<file path="config.mk">
export PLATFORM = sky130hd
export DESIGN_NAME = port_to_socket_table_top
export DESIGN_NICKNAME = d
export VERILOG_FILES = /design/src/hdl/pts_pkg.sv /design/src/hdl/pts_ram.sv /design/src/hdl/pts_engine.sv /design/src/hdl/port_to_socket_table_top.sv
export SDC_FILE = /design/constraint.sdc
export NUM_CORES = 2
export LEC_CHECK = 0
export BUFFER_PORTS_ARGS = -buffer_cell sky130_fd_sc_hd__buf_2
export CAP_MARGIN = 20
export CORE_MARGIN = 1.5
export CORE_UTILIZATION = 48
export CTS_BUF_LIST = sky130_fd_sc_hd__clkbuf_8
export CTS_CLUSTER_DIAMETER = 100
export DETAILED_ROUTE_END_ITERATION = 12
export PLACE_DENSITY = 0.66
export SLEW_MARGIN = 20
export SYNTH_ARGS = -nofsm -noshare
export SYNTH_HDL_FRONTEND = slang
export SYNTH_SLANG_ARGS = --single-unit
</file>
<file path="constraint.sdc">
create_clock -name clk -period 7.3 [get_ports clk]
set_input_delay 0.73 -clock clk [delete_from_list [all_inputs] [get_ports clk]]
set_output_delay 0.73 -clock clk [all_outputs]
set_load 0.01 [all_outputs]
</file>
<file path="src/hdl/pts_pkg.sv">
// ----------------------------------------------------------------------------
// pts_pkg
// Shared types and constants of the port to socket table: table geometry,
// request and status codes, the stored entry and the request/result words.
// ----------------------------------------------------------------------------
package pts_pkg;

  localparam int TABLE_ENTRIES = 64;
  localparam int HANDLE_BITS   = 32;
  localparam int IDX_W         = $clog2(TABLE_ENTRIES);

  localparam int KIND_W       = 2;
  localparam int PORT_W       = 16;
  localparam int IN_HANDLE_W  = 32;
  localparam int STATUS_W     = 2;
  localparam int OUT_HANDLE_W = 32;

  localparam int IN_FIELDS_W  = PORT_W + IN_HANDLE_W;
  localparam int IN_TDATA_W   = ((IN_FIELDS_W + 7) / 8) * 8;
  localparam int OUT_FIELDS_W = STATUS_W + 1 + OUT_HANDLE_W;
  localparam int OUT_TDATA_W  = ((OUT_FIELDS_W + 7) / 8) * 8;

  typedef enum logic [KIND_W-1:0] {
    KIND_LOOKUP = 2'd0,
    KIND_INSERT = 2'd1,
    KIND_REMOVE = 2'd2,
    KIND_NONE   = 2'd3
  } pts_kind_t;

  typedef enum logic [STATUS_W-1:0] {
    STAT_OK   = 2'd0,
    STAT_DUP  = 2'd1,
    STAT_FULL = 2'd2,
    STAT_RSVD = 2'd3
  } pts_status_t;

  typedef enum logic [1:0] {
    ST_IDLE,
    ST_SCAN,
    ST_DRAIN,
    ST_WB
  } pts_state_t;

  typedef struct packed {
    logic [PORT_W-1:0]      port;
    logic [HANDLE_BITS-1:0] handle;
  } pts_entry_t;

  localparam int ENTRY_W = $bits(pts_entry_t);

  typedef struct packed {
    pts_kind_t              kind;
    logic [PORT_W-1:0]      port;
    logic [HANDLE_BITS-1:0] handle;
  } pts_req_t;

  typedef struct packed {
    pts_status_t             status;
    logic                    found;
    logic [OUT_HANDLE_W-1:0] handle_out;
  } pts_result_t;

endpackage

</file>
<file path="src/hdl/pts_ram.sv">
// ----------------------------------------------------------------------------
// pts_ram
// Simple dual-port synchronous RAM: one write port, one read port with a
// registered read.
// ----------------------------------------------------------------------------
module pts_ram #(
  parameter  int DEPTH  = 64,
  parameter  int WIDTH  = 48,
  localparam int ADDR_W = $clog2(DEPTH)
) (
  input  logic              clk,
  input  logic              wr_en,
  input  logic [ADDR_W-1:0] wr_addr,
  input  logic [WIDTH-1:0]  wr_data,
  input  logic              rd_en,
  input  logic [ADDR_W-1:0] rd_addr,
  output logic [WIDTH-1:0]  rd_data
);

  logic [WIDTH-1:0] mem [DEPTH];

  always_ff @(posedge clk) begin
    if (wr_en) begin
      mem[wr_addr] <= wr_data;
    end
    if (rd_en) begin
      rd_data <= mem[rd_addr];
    end
  end

endmodule

</file>
<file path="src/hdl/pts_engine.sv">
// ----------------------------------------------------------------------------
// pts_engine
// Request sequencer: scans every table slot through the entry RAM, keeps the
// first port match, the lowest free slot and the lowest-port handle match,
// then writes the table back and hands one result to the output register.
// ----------------------------------------------------------------------------
module pts_engine (
  input  logic                 clk,
  input  logic                 rst_n,
  input  logic                 req_valid,
  output logic                 req_ready,
  input  pts_pkg::pts_req_t    req,
  output logic                 res_valid,
  input  logic                 res_ready,
  output pts_pkg::pts_result_t res
);
  import pts_pkg::*;

  pts_state_t state_r, state_nxt;

  logic [TABLE_ENTRIES-1:0] valid_r, valid_nxt;
  logic [IDX_W-1:0]         addr_r, addr_nxt;
  logic                     cmp_en_r, cmp_en_nxt;
  logic [IDX_W-1:0]         cmp_addr_r, cmp_addr_nxt;
  pts_req_t                 req_r, req_nxt;

  logic                     hit_r, hit_nxt;
  logic [HANDLE_BITS-1:0]   hit_handle_r, hit_handle_nxt;
  logic                     free_r, free_nxt;
  logic [IDX_W-1:0]         free_idx_r, free_idx_nxt;
  logic                     best_r, best_nxt;
  logic [IDX_W-1:0]         best_idx_r, best_idx_nxt;
  logic [PORT_W-1:0]        best_port_r, best_port_nxt;

  logic                     rd_en;
  logic [ENTRY_W-1:0]       rd_word;
  pts_entry_t               rd_entry;
  logic                     ram_we;
  pts_entry_t               wr_entry;
  logic                     scan_last;
  logic                     wb_fire;
  logic                     slot_valid;

  assign rd_entry  = pts_entry_t'(rd_word);
  assign scan_last = (addr_r == IDX_W'(TABLE_ENTRIES - 1));
  assign wb_fire   = (state_r == ST_WB) && res_ready;
  assign slot_valid = valid_r[cmp_addr_r];
  assign wr_entry  = '{port: req_r.port, handle: req_r.handle};

  pts_ram #(
    .DEPTH (TABLE_ENTRIES),
    .WIDTH (ENTRY_W)
  ) u_ram (
    .clk     (clk),
    .wr_en   (ram_we),
    .wr_addr (free_idx_r),
    .wr_data (ENTRY_W'(wr_entry)),
    .rd_en   (rd_en),
    .rd_addr (addr_r),
    .rd_data (rd_word)
  );

  // Next state.
  always_comb begin
    state_nxt = state_r;
    case (state_r)
      ST_IDLE: begin
        if (req_valid) begin
          state_nxt = ST_SCAN;
        end
      end
      ST_SCAN: begin
        if (scan_last) begin
          state_nxt = ST_DRAIN;
        end
      end
      ST_DRAIN: state_nxt = ST_WB;
      ST_WB: begin
        if (res_ready) begin
          state_nxt = ST_IDLE;
        end
      end
      default: state_nxt = ST_IDLE;
    endcase
  end

  // State outputs.
  always_comb begin
    req_ready = 1'b0;
    rd_en     = 1'b0;
    res_valid = 1'b0;
    case (state_r)
      ST_IDLE:  req_ready = 1'b1;
      ST_SCAN:  rd_en     = 1'b1;
      ST_DRAIN: ;
      ST_WB:    res_valid = 1'b1;
      default: ;
    endcase
  end

  // Scan bookkeeping. The compare stage works on the read address of the cycle
  // before, to line up with the RAM's registered read data.
  always_comb begin
    addr_nxt       = addr_r;
    cmp_en_nxt     = (state_r == ST_SCAN);
    cmp_addr_nxt   = addr_r;
    req_nxt        = req_r;
    hit_nxt        = hit_r;
    hit_handle_nxt = hit_handle_r;
    free_nxt       = free_r;
    free_idx_nxt   = free_idx_r;
    best_nxt       = best_r;
    best_idx_nxt   = best_idx_r;
    best_port_nxt  = best_port_r;

    if (req_valid && req_ready) begin
      addr_nxt = '0;
      req_nxt  = req;
      hit_nxt  = 1'b0;
      free_nxt = 1'b0;
      best_nxt = 1'b0;
    end else if (state_r == ST_SCAN) begin
      addr_nxt = scan_last ? '0 : addr_r + IDX_W'(1);
    end

    if (cmp_en_r) begin
      if (slot_valid && !hit_r && rd_entry.port == req_r.port) begin
        hit_nxt        = 1'b1;
        hit_handle_nxt = rd_entry.handle;
      end
      if (!slot_valid && !free_r) begin
        free_nxt     = 1'b1;
        free_idx_nxt = cmp_addr_r;
      end
      if (slot_valid && rd_entry.handle == req_r.handle &&
          (!best_r || rd_entry.port < best_port_r)) begin
        best_nxt      = 1'b1;
        best_idx_nxt  = cmp_addr_r;
        best_port_nxt = rd_entry.port;
      end
    end
  end

  // Write-back and result.
  always_comb begin
    valid_nxt      = valid_r;
    ram_we         = 1'b0;
    res.status     = STAT_OK;
    res.found      = 1'b0;
    res.handle_out = '0;
    case (req_r.kind)
      KIND_LOOKUP: begin
        res.found = hit_r;
        if (hit_r) begin
          res.handle_out = OUT_HANDLE_W'(hit_handle_r);
        end
      end
      KIND_INSERT: begin
        if (!free_r) begin
          res.status = STAT_FULL;
        end else if (hit_r) begin
          res.status = STAT_DUP;
        end else if (wb_fire) begin
          ram_we              = 1'b1;
          valid_nxt[free_idx_r] = 1'b1;
        end
      end
      KIND_REMOVE: begin
        res.found = best_r;
        if (best_r && wb_fire) begin
          valid_nxt[best_idx_r] = 1'b0;
        end
      end
      default: ;
    endcase
  end

  always_ff @(posedge clk) begin
    if (!rst_n) begin
      state_r  <= ST_IDLE;
      valid_r  <= '0;
      cmp_en_r <= 1'b0;
    end else begin
      state_r  <= state_nxt;
      valid_r  <= valid_nxt;
      cmp_en_r <= cmp_en_nxt;
    end
  end

  always_ff @(posedge clk) begin
    addr_r       <= addr_nxt;
    cmp_addr_r   <= cmp_addr_nxt;
    req_r        <= req_nxt;
    hit_r        <= hit_nxt;
    hit_handle_r <= hit_handle_nxt;
    free_r       <= free_nxt;
    free_idx_r   <= free_idx_nxt;
    best_r       <= best_nxt;
    best_idx_r   <= best_idx_nxt;
    best_port_r  <= best_port_nxt;
  end

endmodule

</file>
<file path="src/hdl/port_to_socket_table_top.sv">
// A request is accepted only in the idle state; the engine then walks the single read port of
// the entry RAM once, one slot per cycle, passes a drain state and waits in the write-back
// state until the output register takes the result. No new request is taken before then.
// The output register holds a result while the next request is accepted and scanned.
// Reset: synchronous, active low; it clears every slot's valid bit at once, so the
// table is empty and ready in the first cycle after reset. No clearing pass is needed.
// ----------------------------------------------------------------------------
// port_to_socket_table_top
// UDP port to socket handle table with lookup, insert and remove requests.
// ----------------------------------------------------------------------------
module port_to_socket_table_top (
  input  logic                            clk,
  input  logic                            rst_n,
  input  logic                            in_tvalid,
  output logic                            in_tready,
  // tdata: port [15:0], socket_handle [47:16]
  input  logic [pts_pkg::IN_TDATA_W-1:0]  in_tdata,
  // tuser: kind [1:0]
  input  logic [pts_pkg::KIND_W-1:0]      in_tuser,
  output logic                            out_tvalid,
  input  logic                            out_tready,
  // tdata: status [1:0], found [2], handle_out [34:3], zero [39:35]
  output logic [pts_pkg::OUT_TDATA_W-1:0] out_tdata
);
  import pts_pkg::*;

  pts_req_t    req;
  pts_result_t res;
  logic        res_valid;
  logic        res_ready;

  logic                   out_valid_r, out_valid_nxt;
  logic [OUT_TDATA_W-1:0] out_data_r, out_data_nxt;

  assign req.kind   = pts_kind_t'(in_tuser);
  assign req.port   = in_tdata[PORT_W-1:0];
  assign req.handle = HANDLE_BITS'(in_tdata[PORT_W +: IN_HANDLE_W]);

  pts_engine u_engine (
    .clk       (clk),
    .rst_n     (rst_n),
    .req_valid (in_tvalid),
    .req_ready (in_tready),
    .req       (req),
    .res_valid (res_valid),
    .res_ready (res_ready),
    .res       (res)
  );

  // The output register accepts a new word when empty or being drained.
  assign res_ready = !out_valid_r || out_tready;

  always_comb begin
    out_valid_nxt = out_valid_r;
    out_data_nxt  = out_data_r;
    if (res_ready) begin
      out_valid_nxt = res_valid;
      if (res_valid) begin
        out_data_nxt = OUT_TDATA_W'({res.handle_out, res.found, res.status});
      end
    end
  end

  always_ff @(posedge clk) begin
    if (!rst_n) begin
      out_valid_r <= 1'b0;
    end else begin
      out_valid_r <= out_valid_nxt;
    end
  end

  always_ff @(posedge clk) begin
    out_data_r <= out_data_nxt;
  end

  assign out_tvalid = out_valid_r;
  assign out_tdata  = out_data_r;

`ifndef SYNTHESIS
  // A request keeps the engine busy for a whole scan.
  a_busy_after_accept: assert property (@(posedge clk) disable iff (!rst_n)
    (in_tvalid && in_tready) |=> !in_tready)
    else $error("request accepted while a scan was running");

  // A result never arrives right after a request is taken.
  a_no_early_result: assert property (@(posedge clk) disable iff (!rst_n)
    (in_tvalid && in_tready) |=> !(res_valid && res_ready))
    else $error("result produced without a table scan");

  // A match only ever comes with an ok status.
  a_found_ok: assert property (@(posedge clk) disable iff (!rst_n)
    (out_tvalid && out_tdata[STATUS_W]) |-> (out_tdata[STATUS_W-1:0] == STAT_OK))
    else $error("found flag set on a rejected request");

  // A result is never dropped by the output register.
  a_no_overwrite: assert property (@(posedge clk) disable iff (!rst_n)
    (out_valid_r && !out_tready) |-> !res_ready)
    else $error("pending result would be overwritten");
`endif

endmodule

</file>
---- Yosys cells after proc, flatten, opt, wreduce, memory -nomap -nowiden ----
Memories as Yosys holds them, arrays and structs flattened. A register that Yosys moved wholly into a read port is not among the register bits.
Index checks and enable logic that the tools add are counted.
word-level totals
  register bits after elaboration ......... 228
  memory bits (writable) .................. 3072
  logic and storage cells ................. 111
  memories kept ........................... 1
operators by class
  add/subtract/negate cells ............... 1
  order comparisons ....................... 6
  equal/unequal tests ..................... 15
  muxes and demuxes ....................... 37
  bitwise gates (word level) .............. 3
  reductions and logical operators ........ 28
memory list
  name                words  bits a word  rd ports  clocked after Yosys merged registers in  wr ports  RTL line       text
  u_engine.u_ram.mem  64     48           1         1                                        1         pts_ram.sv:20  logic [WIDTH-1:0] mem [DEPTH];
operators by type and width
  kind                                                                                 number
  64-bit two-way mux                                                                   4
  64-bit case mux with 2 select lines                                                  1
  64-bit bitwise AND                                                                   1
  64-bit NOT                                                                           1
  64-bit bitwise OR                                                                    1
  32-bit equality test                                                                 1
  1-bit two-way mux                                                                    22
  6-bit by 7-bit < comparator with 1-bit output, second input constant                 3
  16-bit equality test                                                                 1
  16-bit < comparator                                                                  1
  1-bit demux with 6-bit select                                                        2
  6-bit by 1-bit greater-or-equal comparator with 1-bit output, second input constant  2
  2-bit AND reduction                                                                  6
  1-bit logical AND                                                                    10
  2-bit two-way mux                                                                    4
  2-bit by 1-bit != test with 1-bit output, second input constant                      4
  2-bit case mux with 4 select lines                                                   1
  6-bit by 1-bit adder with 6-bit output, second input constant                        1
  1-bit binary-select mux with 6-bit select                                            1
  2-bit equality test, second input constant                                           3
  6-bit equality test, second input constant                                           1
  6-bit two-way mux                                                                    1
  2-bit != test, second input constant                                                 3
  1-bit zero test                                                                      5
  other kinds (7)                                                                      10

---- Longest topological paths before layout ----
  depth in word-level cells ............... 9
  mapped depth ............................ 9

---- Cells and area by module ----
A second synthesis with hierarchy kept.
unflattened totals
  cells, all modules ...................... 5725
  area total of the unflattened synthesis .. 127208.3 um^2
by module, submodules not included
  module                    times used  cells each  area an instance (um^2)  seq. area each (um^2)
  pts_ram                   1           4970        117597.8                 93689.9
  pts_engine                1           709         8460.6                   4944.7
  port_to_socket_table_top  1           46          1149.9                   1071.0

---- Least setup slack after synthesis ----
OpenSTA, ideal clock, no wires.
  path type ............................... reg-to-reg
  start point ............................. register u_engine.cmp_addr_r[0]
  end point ............................... register u_engine.hit_handle_r[0] (enable)
  setup time .............................. 0.505 ns
  arrival ................................. 4.920 ns
  data required time ...................... 6.795 ns
  slack ................................... 1.875 ns
  stages on the path, launching flop included .. 8
  path buffers ............................ 2
  clock period less this slack ............ 5.425 ns
  cells stage by stage .................... dfxtp_1 buf_4 buf_4 mux2i_1 mux4_2 a221oi_1 a22oi_1 nor4_1
on the way
  longest elaborated chain between the ends .. 5
ends and longest elaborated chain
  element                                    RTL line           text
  start, declared                            pts_engine.sv:24   logic [IDX_W-1:0] cmp_addr_r, cmp_addr_nxt;
  start signal, assigned                     pts_engine.sv:192  cmp_addr_r <= cmp_addr_nxt;
  1-bit binary-select mux with 6-bit select  pts_engine.sv:47   assign slot_valid = valid_r[cmp_addr_r];
  1-bit two-way mux (implied by the code)    pts_engine.sv:47
  1-bit logical AND (2 in series)            pts_engine.sv:127  if (slot_valid && !hit_r && rd_entry.port == req_r.port) begin
  2-bit AND reduction (no line)              -
  end signal, assigned                       pts_engine.sv:195  hit_handle_r <= hit_handle_nxt;
  end, declared                              pts_engine.sv:28   logic [HANDLE_BITS-1:0] hit_handle_r, hit_handle_nxt;
Every way passes these cells. The select of a mux whose other input is x is not followed.
A chain may end at the register's enable or synchronous reset.

---- Worst setup path in the final report ----
  start point ............................. register u_engine.state_r[0]
  end point ............................... memory u_engine.u_ram.mem[27][33] (enable)
on the way
  longest elaborated chain between the ends .. 8
ends and longest elaborated chain
  element                                  RTL line           text
  start, declared                          pts_engine.sv:19   pts_state_t state_r, state_nxt;
  start signal, assigned                   pts_engine.sv:184  state_r <= state_nxt;
  2-bit equality test                      pts_engine.sv:46   assign wb_fire = (state_r == ST_WB) && res_ready;
  1-bit logical AND                        pts_engine.sv:46
  1-bit two-way mux                        pts_engine.sv:163  end else if (wb_fire) begin
  1-bit two-way mux                        pts_engine.sv:161  end else if (hit_r) begin
  1-bit two-way mux                        pts_engine.sv:159  if (!free_r) begin
  1-bit two-way mux                        pts_engine.sv:151  case (req_r.kind)
  1-bit two-way mux                        pts_ram.sv:23      if (wr_en) begin
  1-bit two-way mux (implied by the code)  pts_ram.sv:24      mem[wr_addr] <= wr_data;
  end, declared                            pts_ram.sv:20
Every way passes these cells.

==> results.md <==
* Worst path required time at 8.00 ns
* Crit end category: flip-flop
* Worst min-delay path class: primary input to flip-flop
* HPWL Detailed at around 200 mm
* Largest net degree at the start of global routing at 131
* Core ar. at 0.2630 mm^2
* Layout cell share with drive strength beyond 1 at 33.27%
* Peak supply drop at 0.0002763 V
* Die Y at slightly above 500 um
* Placer Congestion at 0.8481
* Clock transition at path regs at 0.06 ns
* Antenna violations before repair at 24
* # clock sinks at approximately 3.3k
* Final WL at about 330 mm
* Max clock buf depth at 4
* Post-route antenna net violation count at 0
* TritonRoute pass-1 iters at 6
* FF/Latch Area at 0.09973 mm^2
* Cells after synthesis at 5204
* CP Max Fanout at 28
* Flop-to-flop setup slack at 2.91 ns
* Total track usage at 24.29%
* Crit path kind: flip-flop to flip-flop
* Distinct cells, synth at 54
* Num CTS Buffers at between 500 and 600
* FF+latch count, synth at between 3k and 4k
* Design Area, Final at approximately 0.14 mm^2
* Relative slew margins at 22.40%
* Die W at 518.0 um
* Post-synth EDFFs at 3265
* Port Buf Inserts at 90
* Final period utilization at 60.10%
* Final min period at 4.387 ns
* Sequential area share after synthesis at 78.33%
* Post-DP Area at 0.1337 mm^2
* Max-cap viol count at 0
* Fill cells at approximately 20k
* NumNets Final at 5935
* Vias in the first global route at 60.88k
* Die outline area at ~0.27 mm^2
* First-pass GRT wire length at 460.9 mm
* Vias at between 60k and 70k
* Critical path arrival at just over 5 ns
* Slew Limit Fails at 0
* Cell type with the largest total area after synthesis: edfxtp_1
* Post-synth top flop: edfxtp_1
* Iter 0 DRT Violations at 8619
* Ys Warns at 0
* Layout Skew at 0.09117 ns
* RSZ-0062 raised after global routing: false
* Total leakage power at 44.15 nW
* Post-synth top area share at 77.03%
* Synth cell count leaders: edfxtp_1, mux4_2, clkbuf_1
* Most common cell in the synthesized netlist: edfxtp_1
* DR WL/cell at 33.41 um
* Row cnt at around 190
* Initial core utilization at between 40 and 50%
* H-Tree Depth at 6
* Clk_lat worst skew at about 1.1 ns
* Routed vias/inst at slightly above 6
* Hold Violations, Final at 0
* Slew @ Worst Pin at ~1.2 ns
* DRC violations left at 0
* Endpoints failing setup at 0
* Netlist Area Pre-Place at 0.1273 mm^2
* I/O Pins at 96
* Root buffer cell: clkbuf_8
* Syn_area_per_cell at approximately 24 um^2
* Top cells by area, synth: edfxtp_1, mux4_2, dfxtp_1, clkbuf_1, xor2_1
* Multi-input logic area at between 0.02 and 0.03 mm^2
* Cts repair resizes at 0
* Remaining global-route overflow at 0
* CTS tree: built
* Setup TNS at 0 ns
* Outcome: complete, no violations
* Pwr dens at 322.5 mW/mm^2
* Synth async-reset ratio at 0%
* Setup crit start kind: flip-flop
* Area Overhead vs Synth at 13.05%
* FMAX at 227.9 MHz
-- cell families after synthesis --
kind of cell | Yosys count | share of synthesized area, %
simple gates | 293 | 1.133
buf+inv | 305 | 1.015
other cells | 1 | 0.002946
fa+ha+maj | 23 | 0.2261
flops | 3348 | 78.33
mux | 1037 | 18.20
compound gates | 147 | 0.7441
xor+xnor | 50 | 0.3440
-- state kept, by name (all words and copies together) (netlist names), 2 cells and up --
register                count
u_engine.state_r            2
u_engine.u_ram.mem       3072
u_engine.u_ram.rd_data     48
u_engine.cmp_addr_r         6
u_engine.addr_r             6
u_engine.valid_r           64
u_engine.best_port_r       16
out_tdata                  35
u_engine.hit_handle_r      32
u_engine.best_idx_r         6
u_engine.req_r             50
u_engine.free_idx_r         6
-- layer usage --
metal  global-route usage, %  part of all wire, %  up-vias
met5                       0                    0        -
met4                   5.157                  1.7        0
met3                   6.336                   12      432
met2                   35.37                   45     3592
met1                   37.20                   42    32848
li1                        -                    -    23903
-- through the flow --
stage / hold slack (ns) / instances / utilization [%] / setup WS, ns / power (mW)
floorplan: 0.3290 / 5208 / - / 1.875 / 28.39
global placement: 0.4526 / 8760 / 50.78 / 2.537 / 31.82
detailed placement: 0.4553 / 8764 / 50.82 / 2.578 / 31.98
CTS: 0.01050 / 9750 / 54.68 / 2.932 / 46.68
global route: 0.02375 / 9757 / 54.70 / 2.759 / 47.87
finish: 0.06148 / 9772 / 54.72 / 2.913 / 46.40
-- cell type report --
class,count,area share (%)
flip-flops and latches,3348,69.31
multi-input cells,1555,18.64
clock buffers,575,5.500
well taps,3515,3.056
repair buffers,364,2.158
clock inverters,363,1.218
inverters,32,0.08521
diodes,20,0.03478
-- repair_timing --
| item | in CTS | in global routing |
|---|---|---|
| buffers inserted | 0 | 0 |
| endpoints found under the hold margin | 48 | 0 |
| hold buffers | 48 | 0 |
-- worst paths after layout --
| path | startpoint | to | cells past startpoint |
|---|---|---|---|
| max | u_engine.state_r[0]$_SDFFE_PN0P_ | u_engine.u_ram.mem[27][33]$_DFFE_PP_ | 6 |
| min reg2reg | u_engine.u_ram.rd_data[20]$_DFFE_PP_ | u_engine.hit_handle_r[20]$_DFFE_PP_ | 0 |
| min | in_tdata[27] | u_engine.req_r[11]$_DFFE_PP_ | 1 |
| max reg2reg | u_engine.state_r[0]$_SDFFE_PN0P_ | u_engine.u_ram.mem[27][33]$_DFFE_PP_ | 6 |
-- worst max-delay path, cell delays in order (launching register included) --
cell and delay, ns:
dfxtp_1 0.43, ha_1 0.30, nand2_1 0.16, nor4b_2 0.71
nand2_1 0.81, nor2_4 0.96, buf_4 0.58
-- cells in the final DEF (no fill, tap or decap), types with 16 or more instances in the layout --
cell / netlist / layout
a21oi_1: 34 / 34
and3_1: 43 / 43
buf_12: 0 / 35
buf_2: 73 / 90
buf_4: 7 / 189
clkbuf_8: 0 / 575
clkinv_1: 1 / 128
clkinv_2: 0 / 38
dfxtp_1: 83 / 77
diode_2: 0 / 20
dlygate4sd3_1: 0 / 48
edfxtp_1: 3265 / 3265
ha_1: 23 / 21
inv_1: 31 / 191
mux4_2: 1022 / 1022
nand2_1: 51 / 51
nand3_1: 16 / 16
nor2_1: 104 / 40
nor2_4: 0 / 64
o211ai_1: 24 / 24
o21ai_0: 45 / 45
xor2_1: 49 / 49
-- where the power goes --
part           switching, mW  internal [mW]  total [mW]
sequential             0.432           22.4        22.8
combinational           5.20           3.59        8.79
clock                   7.29           7.54        14.8
No activity file was read; power rests on OpenSTA's default activity.
